File: config.mk
export PLATFORM = sky130hd
export DESIGN_NAME = first_fit_page_run_allocator
export DESIGN_NICKNAME = d
export VERILOG_FILES = /design/src/hw/rtl/ffpra_pkg.sv /design/src/hw/rtl/first_fit_page_run_allocator.sv
export VERILOG_INCLUDE_DIRS = /design/src /design/src/hw/rtl
export SDC_FILE = /design/constraint.sdc
export NUM_CORES = 2
export LEC_CHECK = 0
export ABC_CLOCK_PERIOD_IN_PS = 10400
export BUFFER_PORTS_ARGS = -buffer_cell sky130_fd_sc_hd__buf_2
export CELL_PAD_IN_SITES_DETAIL_PLACEMENT = 0
export CELL_PAD_IN_SITES_GLOBAL_PLACEMENT = 2
export CORE_UTILIZATION = 40
export CTS_CLUSTER_DIAMETER = 120
export CTS_CLUSTER_SIZE = 40
export DETAILED_ROUTE_END_ITERATION = 10
export PLACE_DENSITY = 0.7
export SYNTH_ARGS = -nofsm -noshare
export SYNTH_HDL_FRONTEND = slang
export SYNTH_SLANG_ARGS = --single-unit
File: constraint.sdc
create_clock -name clk -period 10.4 [get_ports clk]
set_input_delay 1.56 -clock clk [delete_from_list [all_inputs] [get_ports clk]]
set_output_delay 1.56 -clock clk [all_outputs]
set_load 0.005 [all_outputs]
File: src/hw/rtl/first_fit_page_run_allocator_macros.svh
// Assertion macros for the page run allocator.
`ifndef FIRST_FIT_PAGE_RUN_ALLOCATOR_MACROS_SVH
`define FIRST_FIT_PAGE_RUN_ALLOCATOR_MACROS_SVH

`ifndef ASSERT_OFF
`define FFPRA_ASSERT_IMP(lbl, clk_i, rst_ni, ante, cons) \
	lbl: assert property (@(posedge clk_i) disable iff (!rst_ni) (ante) |-> (cons)) \
		else $error("assertion failed");
`define FFPRA_ASSERT_NXT(lbl, clk_i, rst_ni, ante, cons) \
	lbl: assert property (@(posedge clk_i) disable iff (!rst_ni) (ante) |=> (cons)) \
		else $error("assertion failed");
`else
`define FFPRA_ASSERT_IMP(lbl, clk_i, rst_ni, ante, cons)
`define FFPRA_ASSERT_NXT(lbl, clk_i, rst_ni, ante, cons)
`endif

`endif

File: src/hw/rtl/ffpra_pkg.sv
package ffpra_pkg;

	localparam int PAGES_DEFAULT = 1024;
	localparam int WORD_BITS     = 16;

	localparam int CMD_W    = 1;
	localparam int COUNT_W  = 11;
	localparam int END_W    = 10;
	localparam int STATUS_W = 2;
	localparam int DEPTH_W  = 11;

	localparam logic [CMD_W-1:0] CMD_ALLOC = 1'b0;
	localparam logic [CMD_W-1:0] CMD_FREE  = 1'b1;

	localparam logic [STATUS_W-1:0] STATUS_OK     = 2'd0;
	localparam logic [STATUS_W-1:0] STATUS_NO_RUN = 2'd1;
	localparam logic [STATUS_W-1:0] STATUS_BAD    = 2'd2;

	localparam logic [COUNT_W-1:0] USABLE_RESET = 11'd1024;

endpackage

File: src/hw/rtl/first_fit_page_run_allocator.sv
// First-fit page run allocator. The free-page bitmap lives in one memory of 16-page words
// with a registered read; each request yields one result. After reset a clearing pass over
// all ceil(PAGES/16) words (64 at 1024 pages) sets every page free, and no request is taken
// until it ends; usable_pages writes are taken throughout. An allocate scans one word per
// cycle from page 0 up to the run's end or the limit, then a mark pass covers the words the
// run spans before the result is posted. A free runs only the mark pass; a bad request skips
// both scan and mark. The memory read port is shared by scan and mark. The next request is
// taken while a finished result still waits on the output.
`include "first_fit_page_run_allocator_macros.svh"
module first_fit_page_run_allocator #(
	parameter int PAGES = ffpra_pkg::PAGES_DEFAULT
) (
	input  logic                              clk,
	input  logic                              arst_n,
	input  logic                              cfg_wr_en,
	input  logic [ffpra_pkg::COUNT_W-1:0]     cfg_wr_data,
	input  logic                              in_valid,
	output logic                              in_ready,
	input  logic [ffpra_pkg::CMD_W-1:0]       command,
	input  logic [ffpra_pkg::COUNT_W-1:0]     page_count,
	input  logic [ffpra_pkg::END_W-1:0]       run_end_page,
	output logic                              out_valid,
	input  logic                              out_ready,
	output logic [ffpra_pkg::STATUS_W-1:0]    status,
	output logic [ffpra_pkg::END_W-1:0]       found_end_page,
	output logic [ffpra_pkg::DEPTH_W-1:0]     depth_in_use
);

	localparam int WB  = ffpra_pkg::WORD_BITS;
	localparam int OW  = $clog2(WB);
	localparam int NW  = (PAGES + WB - 1) / WB;
	localparam int AW  = (NW > 1) ? $clog2(NW) : 1;
	localparam int XW  = AW + OW;
	localparam int DW  = $clog2(PAGES + 1);
	localparam int MW  = (XW > DW) ? XW : DW;
	localparam int CW  = ((MW > 12) ? MW : 12) + 1;
	localparam int RW  = ffpra_pkg::COUNT_W + 1;
	localparam logic [AW-1:0] LAST_WORD = AW'(NW - 1);
	localparam logic [CW-1:0] PAGES_C   = CW'(PAGES);

	localparam logic [2:0] S_CLEAR = 3'd0;
	localparam logic [2:0] S_IDLE  = 3'd1;
	localparam logic [2:0] S_SCAN  = 3'd2;
	localparam logic [2:0] S_MARK  = 3'd3;
	localparam logic [2:0] S_DONE  = 3'd4;

	logic [2:0]                      state_q;
	logic [ffpra_pkg::COUNT_W-1:0]   usable_q;
	logic [DW-1:0]                   depth_q;
	logic [AW-1:0]                   clr_q;
	logic [AW-1:0]                   scan_rd_q;
	logic [RW-1:0]                   run_q;
	logic [ffpra_pkg::COUNT_W-1:0]   count_q;
	logic [XW-1:0]                   mark_lo_q;
	logic [XW-1:0]                   mark_hi_q;
	logic                            mark_val_q;
	logic [AW-1:0]                   mark_rd_q;
	logic                            mark_issue_q;
	logic [ffpra_pkg::STATUS_W-1:0]  res_status_q;
	logic [XW-1:0]                   res_found_q;

	logic                            scan_vld_s1;
	logic                            mark_vld_s1;
	logic [AW-1:0]                   raddr_s1;
	logic [WB-1:0]                   rdata_s1;

	logic                            out_valid_q;
	logic [ffpra_pkg::STATUS_W-1:0]  status_q;
	logic [ffpra_pkg::END_W-1:0]     found_q;
	logic [ffpra_pkg::DEPTH_W-1:0]   depth_out_q;

	logic [WB-1:0]                   mem [NW];

	logic                            rd_en;
	logic [AW-1:0]                   rd_addr;
	logic                            wr_en;
	logic [AW-1:0]                   wr_addr;
	logic [WB-1:0]                   wr_data;

	logic                            in_fire;
	logic                            out_load;
	logic [CW-1:0]                   limit_c;
	logic [CW-1:0]                   end_c;
	logic [CW-1:0]                   endp1_c;
	logic [CW-1:0]                   cnt_c;
	logic [CW-1:0]                   depth_c;
	logic                            free_bad;

	logic [CW-1:0]                   base_c;
	logic                            free_b;
	logic                            sz;
	logic [OW-1:0]                   lz;
	logic [RW-1:0]                   run_j;
	logic                            hit_c;
	logic [OW-1:0]                   hit_j;
	logic [RW-1:0]                   carry_c;
	logic                            scan_last_c;
	logic [XW-1:0]                   hit_idx_c;
	logic [XW-1:0]                   alloc_lo_c;
	logic [WB-1:0]                   mark_mask_c;
	logic [XW-1:0]                   bit_idx;
	logic [AW-1:0]                   hi_word_c;

	assign in_ready  = (state_q == S_IDLE);
	assign in_fire   = in_valid && in_ready;
	assign out_load  = (state_q == S_DONE) && (!out_valid_q || out_ready);
	assign hi_word_c = mark_hi_q[XW-1:OW];

	assign limit_c  = (CW'(usable_q) < PAGES_C) ? CW'(usable_q) : PAGES_C;
	assign end_c    = CW'(run_end_page);
	assign endp1_c  = end_c + CW'(1);
	assign cnt_c    = CW'(page_count);
	assign depth_c  = CW'(depth_q);
	assign free_bad = (end_c >= PAGES_C) || (cnt_c > endp1_c);

	always_comb begin
		base_c  = CW'({raddr_s1, OW'(0)});
		free_b  = 1'b0;
		sz      = 1'b0;
		lz      = '0;
		run_j   = '0;
		hit_c   = 1'b0;
		hit_j   = '0;
		for (int j = 0; j < WB; j++) begin
			free_b = rdata_s1[j] && ((base_c + CW'(j)) < limit_c);
			if (!free_b) begin
				sz = 1'b1;
				lz = OW'(j);
			end
			if (sz) begin
				run_j = RW'(j) - RW'(lz);
			end else begin
				run_j = run_q + RW'(j) + RW'(1);
			end
			if (!hit_c && free_b && (run_j >= RW'(count_q))) begin
				hit_c = 1'b1;
				hit_j = OW'(j);
			end
		end
		carry_c     = sz ? (RW'(WB - 1) - RW'(lz)) : (run_q + RW'(WB));
		scan_last_c = (base_c + CW'(WB)) >= limit_c;
		hit_idx_c   = {raddr_s1, hit_j};
		alloc_lo_c  = hit_idx_c - XW'(count_q) + XW'(1);
	end

	always_comb begin
		bit_idx     = '0;
		mark_mask_c = '0;
		for (int j = 0; j < WB; j++) begin
			bit_idx        = {raddr_s1, OW'(j)};
			mark_mask_c[j] = (bit_idx >= mark_lo_q) && (bit_idx <= mark_hi_q);
		end
	end

	always_comb begin
		rd_en   = 1'b0;
		rd_addr = scan_rd_q;
		wr_en   = 1'b0;
		wr_addr = raddr_s1;
		wr_data = mark_val_q ? (rdata_s1 | mark_mask_c) : (rdata_s1 & ~mark_mask_c);
		case (state_q)
			S_CLEAR: begin
				wr_en   = 1'b1;
				wr_addr = clr_q;
				wr_data = '1;
			end
			S_SCAN: begin
				rd_en   = 1'b1;
				rd_addr = scan_rd_q;
			end
			S_MARK: begin
				rd_en   = mark_issue_q;
				rd_addr = mark_rd_q;
				wr_en   = mark_vld_s1;
			end
			default: begin
				rd_en = 1'b0;
				wr_en = 1'b0;
			end
		endcase
	end

	always_ff @(posedge clk) begin
		if (wr_en) begin
			mem[wr_addr] <= wr_data;
		end
		if (rd_en) begin
			rdata_s1 <= mem[rd_addr];
			raddr_s1 <= rd_addr;
		end
	end

	always_ff @(posedge clk or negedge arst_n) begin
		if (!arst_n) begin
			scan_vld_s1 <= 1'b0;
			mark_vld_s1 <= 1'b0;
		end else begin
			scan_vld_s1 <= (state_q == S_SCAN);
			mark_vld_s1 <= (state_q == S_MARK) && mark_issue_q;
		end
	end

	always_ff @(posedge clk or negedge arst_n) begin
		if (!arst_n) begin
			usable_q <= ffpra_pkg::USABLE_RESET;
		end else if (cfg_wr_en) begin
			usable_q <= cfg_wr_data;
		end
	end

	always_ff @(posedge clk or negedge arst_n) begin
		if (!arst_n) begin
			state_q      <= S_CLEAR;
			depth_q      <= '0;
			clr_q        <= '0;
			mark_issue_q <= 1'b0;
		end else begin
			case (state_q)
				S_CLEAR: begin
					clr_q <= clr_q + AW'(1);
					if (clr_q == LAST_WORD) begin
						state_q <= S_IDLE;
					end
				end
				S_IDLE: begin
					if (in_fire) begin
						if (page_count == '0) begin
							state_q <= S_DONE;
						end else if (command == ffpra_pkg::CMD_ALLOC) begin
							state_q <= S_SCAN;
						end else if (free_bad) begin
							state_q <= S_DONE;
						end else begin
							state_q      <= S_MARK;
							mark_issue_q <= 1'b1;
							if (depth_c == endp1_c) begin
								depth_q <= DW'(endp1_c - cnt_c);
							end
						end
					end
				end
				S_SCAN: begin
					if (scan_vld_s1) begin
						if (hit_c) begin
							state_q      <= S_MARK;
							mark_issue_q <= 1'b1;
							if (depth_c < (CW'(hit_idx_c) + CW'(1))) begin
								depth_q <= DW'(CW'(hit_idx_c) + CW'(1));
							end
						end else if (scan_last_c) begin
							state_q <= S_DONE;
						end
					end
				end
				S_MARK: begin
					if (mark_issue_q && (mark_rd_q == hi_word_c)) begin
						mark_issue_q <= 1'b0;
					end
					if (mark_vld_s1 && (raddr_s1 == hi_word_c)) begin
						state_q <= S_DONE;
					end
				end
				S_DONE: begin
					if (out_load) begin
						state_q <= S_IDLE;
					end
				end
				default: begin
					state_q <= S_IDLE;
				end
			endcase
		end
	end

	// request context and mark bounds
	always_ff @(posedge clk) begin
		case (state_q)
			S_IDLE: begin
				count_q     <= page_count;
				run_q       <= '0;
				scan_rd_q   <= '0;
				res_found_q <= '0;
				mark_val_q  <= 1'b1;
				mark_lo_q   <= XW'(endp1_c - cnt_c);
				mark_hi_q   <= XW'(end_c);
				mark_rd_q   <= AW'(XW'(endp1_c - cnt_c) >> OW);
				if (page_count == '0) begin
					res_status_q <= ffpra_pkg::STATUS_BAD;
				end else if (command == ffpra_pkg::CMD_FREE && free_bad) begin
					res_status_q <= ffpra_pkg::STATUS_BAD;
				end else begin
					res_status_q <= ffpra_pkg::STATUS_OK;
				end
			end
			S_SCAN: begin
				scan_rd_q <= scan_rd_q + AW'(1);
				if (scan_vld_s1) begin
					run_q <= carry_c;
					if (hit_c) begin
						res_status_q <= ffpra_pkg::STATUS_OK;
						res_found_q  <= hit_idx_c;
						mark_val_q   <= 1'b0;
						mark_lo_q    <= alloc_lo_c;
						mark_hi_q    <= hit_idx_c;
						mark_rd_q    <= alloc_lo_c[XW-1:OW];
					end else if (scan_last_c) begin
						res_status_q <= ffpra_pkg::STATUS_NO_RUN;
						res_found_q  <= '0;
					end
				end
			end
			S_MARK: begin
				if (mark_issue_q && (mark_rd_q != hi_word_c)) begin
					mark_rd_q <= mark_rd_q + AW'(1);
				end
			end
			default: begin
				run_q <= run_q;
			end
		endcase
	end

	always_ff @(posedge clk or negedge arst_n) begin
		if (!arst_n) begin
			out_valid_q <= 1'b0;
		end else if (out_load) begin
			out_valid_q <= 1'b1;
		end else if (out_ready) begin
			out_valid_q <= 1'b0;
		end
	end

	always_ff @(posedge clk) begin
		if (out_load) begin
			status_q    <= res_status_q;
			found_q     <= ffpra_pkg::END_W'(res_found_q);
			depth_out_q <= ffpra_pkg::DEPTH_W'(depth_q);
		end
	end

	assign out_valid      = out_valid_q;
	assign status         = status_q;
	assign found_end_page = found_q;
	assign depth_in_use   = depth_out_q;

	`FFPRA_ASSERT_IMP(a_no_write_in_scan, clk, arst_n, state_q == S_SCAN, !wr_en)
	`FFPRA_ASSERT_IMP(a_rmw_no_overlap, clk, arst_n, rd_en && wr_en, rd_addr != wr_addr)
	`FFPRA_ASSERT_IMP(a_depth_bound, clk, arst_n, 1'b1, CW'(depth_q) <= PAGES_C)
	`FFPRA_ASSERT_NXT(a_result_posted, clk, arst_n, out_load, out_valid_q && state_q == S_IDLE)
	`FFPRA_ASSERT_IMP(a_mark_in_run, clk, arst_n, state_q == S_MARK && wr_en, wr_addr <= hi_word_c)

endmodule

==> flow_metrics.env <==
export IMPL_status="finished, final reports clean"
export IMPL_cts_tree="done"
export IMPL_worstReg2RegEnd="depth_q[8]"
export IMPL_drc_errors=0
export IMPL_switching_share_pct=49.0
export IMPL_post_route_period_util_pct=94.3
export IMPL_dp_final_hpwl_mm=121
export IMPL_fmax_mhz=102
export IMPL_synth_cells=5293
export IMPL_core_rowCount=139
export IMPL_core_area_mm2=0.144
export IMPL_worst_ep_required_time_ps=10970
export IMPL_grtUsageTotal_pct=26.0
export IMPL_start_util_pct=40.4
export IMPL_mostFrequentLayoutCells="1,218 x nand2_1, 1,137 x edfxtp_1, 569 x nand3_1"
export IMPL_hold_class="reg -> reg"
export IMPL_yosys_area_top_type="edfxtp_1"
export IMPL_setup_viol=0
export IMPL_clkSlewWorstSetupHoldPaths_ps=140
export IMPL_r2r_cells=40
export IMPL_critPathCaptureType="flip-flop"
export IMPL_hold_depth=0
export IMPL_cts_sinks=1172
export IMPL_die_h_um=384
export IMPL_pwr_density_cell_mw_per_mm2=353
export IMPL_synth_seq_cells=1172
export IMPL_synth_flop_cell="edfxtp_1"
export IMPL_root_buffer="clkbuf_16"
export IMPL_critPathMaxStageDelay_ps=690
export IMPL_die_area_mm2=0.147
export IMPL_yosysWarningCount=0
export IMPL_synth_top_area_share_pct=58.6
export IMPL_drt_total_wl_mm=194
export IMPL_vias=41000
export IMPL_wl_per_cell_um=26.9
export IMPL_drive_gt1_share_pct=7.69
export IMPL_peakVddDrop_uv=512
export IMPL_crit_path_start_kind="flip-flop"
export IMPL_cp_arrival_ps=10380
export IMPL_min_to="found_end_page[4]"
export IMPL_syn_to_final_growth_pct=7.58
export IMPL_drtPass1Iterations=6
export IMPL_antenna_left=0
export IMPL_synth_top_cells_by_area="edfxtp_1 59%, nand2_1 7.9%, ha_1 5.9%"
export IMPL_drv_slew=0
export IMPL_via_per_inst=5.70
export IMPL_worst_slew_pin_transition_ps=1240
export IMPL_grt_max_degree=141
export IMPL_nets=5585
export IMPL_clk_latency_ps=710
export IMPL_reg2reg_slack_ps=590
export IMPL_grt_overflow=0
export IMPL_rsz0062_at_grt="false"
export IMPL_io_pins=63
export IMPL_grt_pass1_vias=39800
export IMPL_internal_power_mw=11.3
export IMPL_htreeDepth=2
export IMPL_grt_pass1_wl_mm=281
export IMPL_slew_headroom_pct=16.5
export IMPL_clockBufferDepth=3
export IMPL_fin_crit_ps=9810
export IMPL_port_buffers=62
export IMPL_combPwrFrac_pct=56.2
export IMPL_critPathKind="reg -> reg"
export IMPL_hold_viol=0
export IMPL_skew_ps=56.0
export IMPL_path_delay_family="compound AO/OA/AOI/OAI gates"
export IMPL_ys_seq_area_share_pct=60.1
export IMPL_final_area_mm2=0.0627
export IMPL_clockPowerShare_pct=10.0
export IMPL_postSynth_asyncResetShare_pct=2.99
export IMPL_hp_start="res_found_q[4]"
export IMPL_layout_commonest_cell="nand2_1"
export IMPL_synth_area_mm2=0.0583
export IMPL_globalplace_congestion=0.900
export IMPL_p_leak_nw=22.4
export IMPL_r2r_start="usable_q[10]"
export IMPL_drt_initial_drc_count=3303
export IMPL_dpl_instance_area_mm2=0.0615
export IMPL_critPathSlowestCell="dfstp_2"
export IMPL_die_x_um=384
export IMPL_cp_num_buf_inv=4
export IMPL_synth_edf_count=1137
export IMPL_synth_cell_types=89
export IMPL_cap_violations=0
export IMPL_syn_avg_cell_area_um2=11.0
export IMPL_power_share_sequential_pct=33.8
export IMPL_cts_made_buffers=38
export IMPL_tns_ps=0
export IMPL_grt_antenna_before_repair=1
export IMPL_cp_max_fo=16
export IMPL_syn_num_nets=5609
export IMPL_p_sw_mw=10.8
==> repair_timing <==
action / in CTS / in global routing
setup buffers: 0 / 3
gates resized for setup: 0 / 6
setup endpoints to repair: 0 / 11
hold buffers: 0 / 0
==> kinds of logic (layout without fill, tap and decap cells) <==
group	count (synthesis)	count (layout)	share of synthesized area, %
and+or+nand+nor	2439	2439	18.4
AOI/OAI and AO/OA	741	741	8.85
other	0	4	0
buffers and inverters	413	403	2.70
xor gates and xnor gates	194	194	2.93
adders and majority gates	278	278	5.99
muxes	56	56	1.07
DFF	1172	1172	60.1
==> cells in the mapped netlist, types with 8 or more instances <==
cell type,instances
a2111oi_0,11
a211oi_1,22
a21o_1,36
a21oi_1,168
a221oi_1,8
a311oi_1,182
a31oi_1,35
and2_1,17
and3_1,76
buf_1,23
buf_2,12
clkbuf_1,273
dfrtp_1,34
edfxtp_1,1137
ha_1,276
inv_1,98
mux2_2,16
mux2_4,9
mux2i_1,31
nand2_1,1232
nand2b_1,29
nand3_1,571
nand3b_1,8
nand4_1,20
nor2_1,297
nor2b_1,25
nor3_1,82
nor4_1,20
o2111ai_1,12
o211ai_1,8
o21a_1,33
o21ai_0,126
o21bai_1,9
o221ai_1,9
o22ai_1,12
o31ai_1,11
or2_2,11
or3_1,19
xnor2_1,125
xor2_1,68
==> sequential cells by signal, indices dropped and copies added, names as in the netlist, 2 cells and up <==
name	flops
mem	1024
rdata_s1	16
run_q	12
count_q	11
depth_in_use	11
depth_q	11
usable_q	11
found_end_page	10
mark_hi_q	10
mark_lo_q	10
res_found_q	10
clr_q	6
mark_rd_q	6
raddr_s1	6
scan_rd_q	6
state_q	3
res_status_q	2
status	2
==> cell type report <==
cell class | instances | area [µm²]
Sequential cell | 1172 | 35000
Antenna cell | 4 | 10.0
Multi-Input combinational cell | 3708 | 21900
Inverter | 104 | 405
Tap cell | 1903 | 2380
Fill cell | 13700 | 81500
Clock buffer | 42 | 1010
Timing Repair Buffer | 245 | 1780
Clock inverter | 12 | 193
==> power by group through the flow <==
stage / registers [mW] / clock network, mW / logic [mW]
after CTS: 7.48 / 2.28 / 12.5
after detailed placement: 7.58 / 0 / 12.5
after global routing: 7.52 / 2.39 / 13.6
after global placement: 7.58 / 0 / 12.5
after floorplan: 7.45 / 0 / 7.48
final: 7.48 / 2.21 / 12.4
==> worst max path at each step <==
stage,startpoint,end,slack (ps),cells past startpoint
floorplan,usable_q[10],depth_q[0],1900,43
global placement,usable_q[10],depth_q[1],530,40
detailed placement,usable_q[10],depth_q[6],350,40
CTS,usable_q[10],depth_q[8],340,40
global route,usable_q[10],depth_q[8],4,41
finish,usable_q[10],depth_q[8],590,40
==> per-layer routing <==
layer  vias up  global-route usage, %  part of all wire, %
li1      19200                      -                    -
met1     20600                   34.4                   43
met2       953                   45.3                   50
met3       211                   2.17                  4.0
met4         0                   7.32                  3.0
met5         -                      0                    0
==> metrics by stage <==
step	hold slack (ps)	cells	setup WS [ps]	util, %	power, mW
6_report	440	7190	591	43.5	22.1
5_1_grt	451	7186	4.26	43.5	23.5
4_1_cts	442	7183	339	43.5	22.3
3_5_place_dp	408	7129	349	42.6	20.1
3_3_place_gp	403	7129	530	42.6	20.1
2_1_floorplan	400	5293	1900	-	14.9
(Power assumes the default switching activity.)
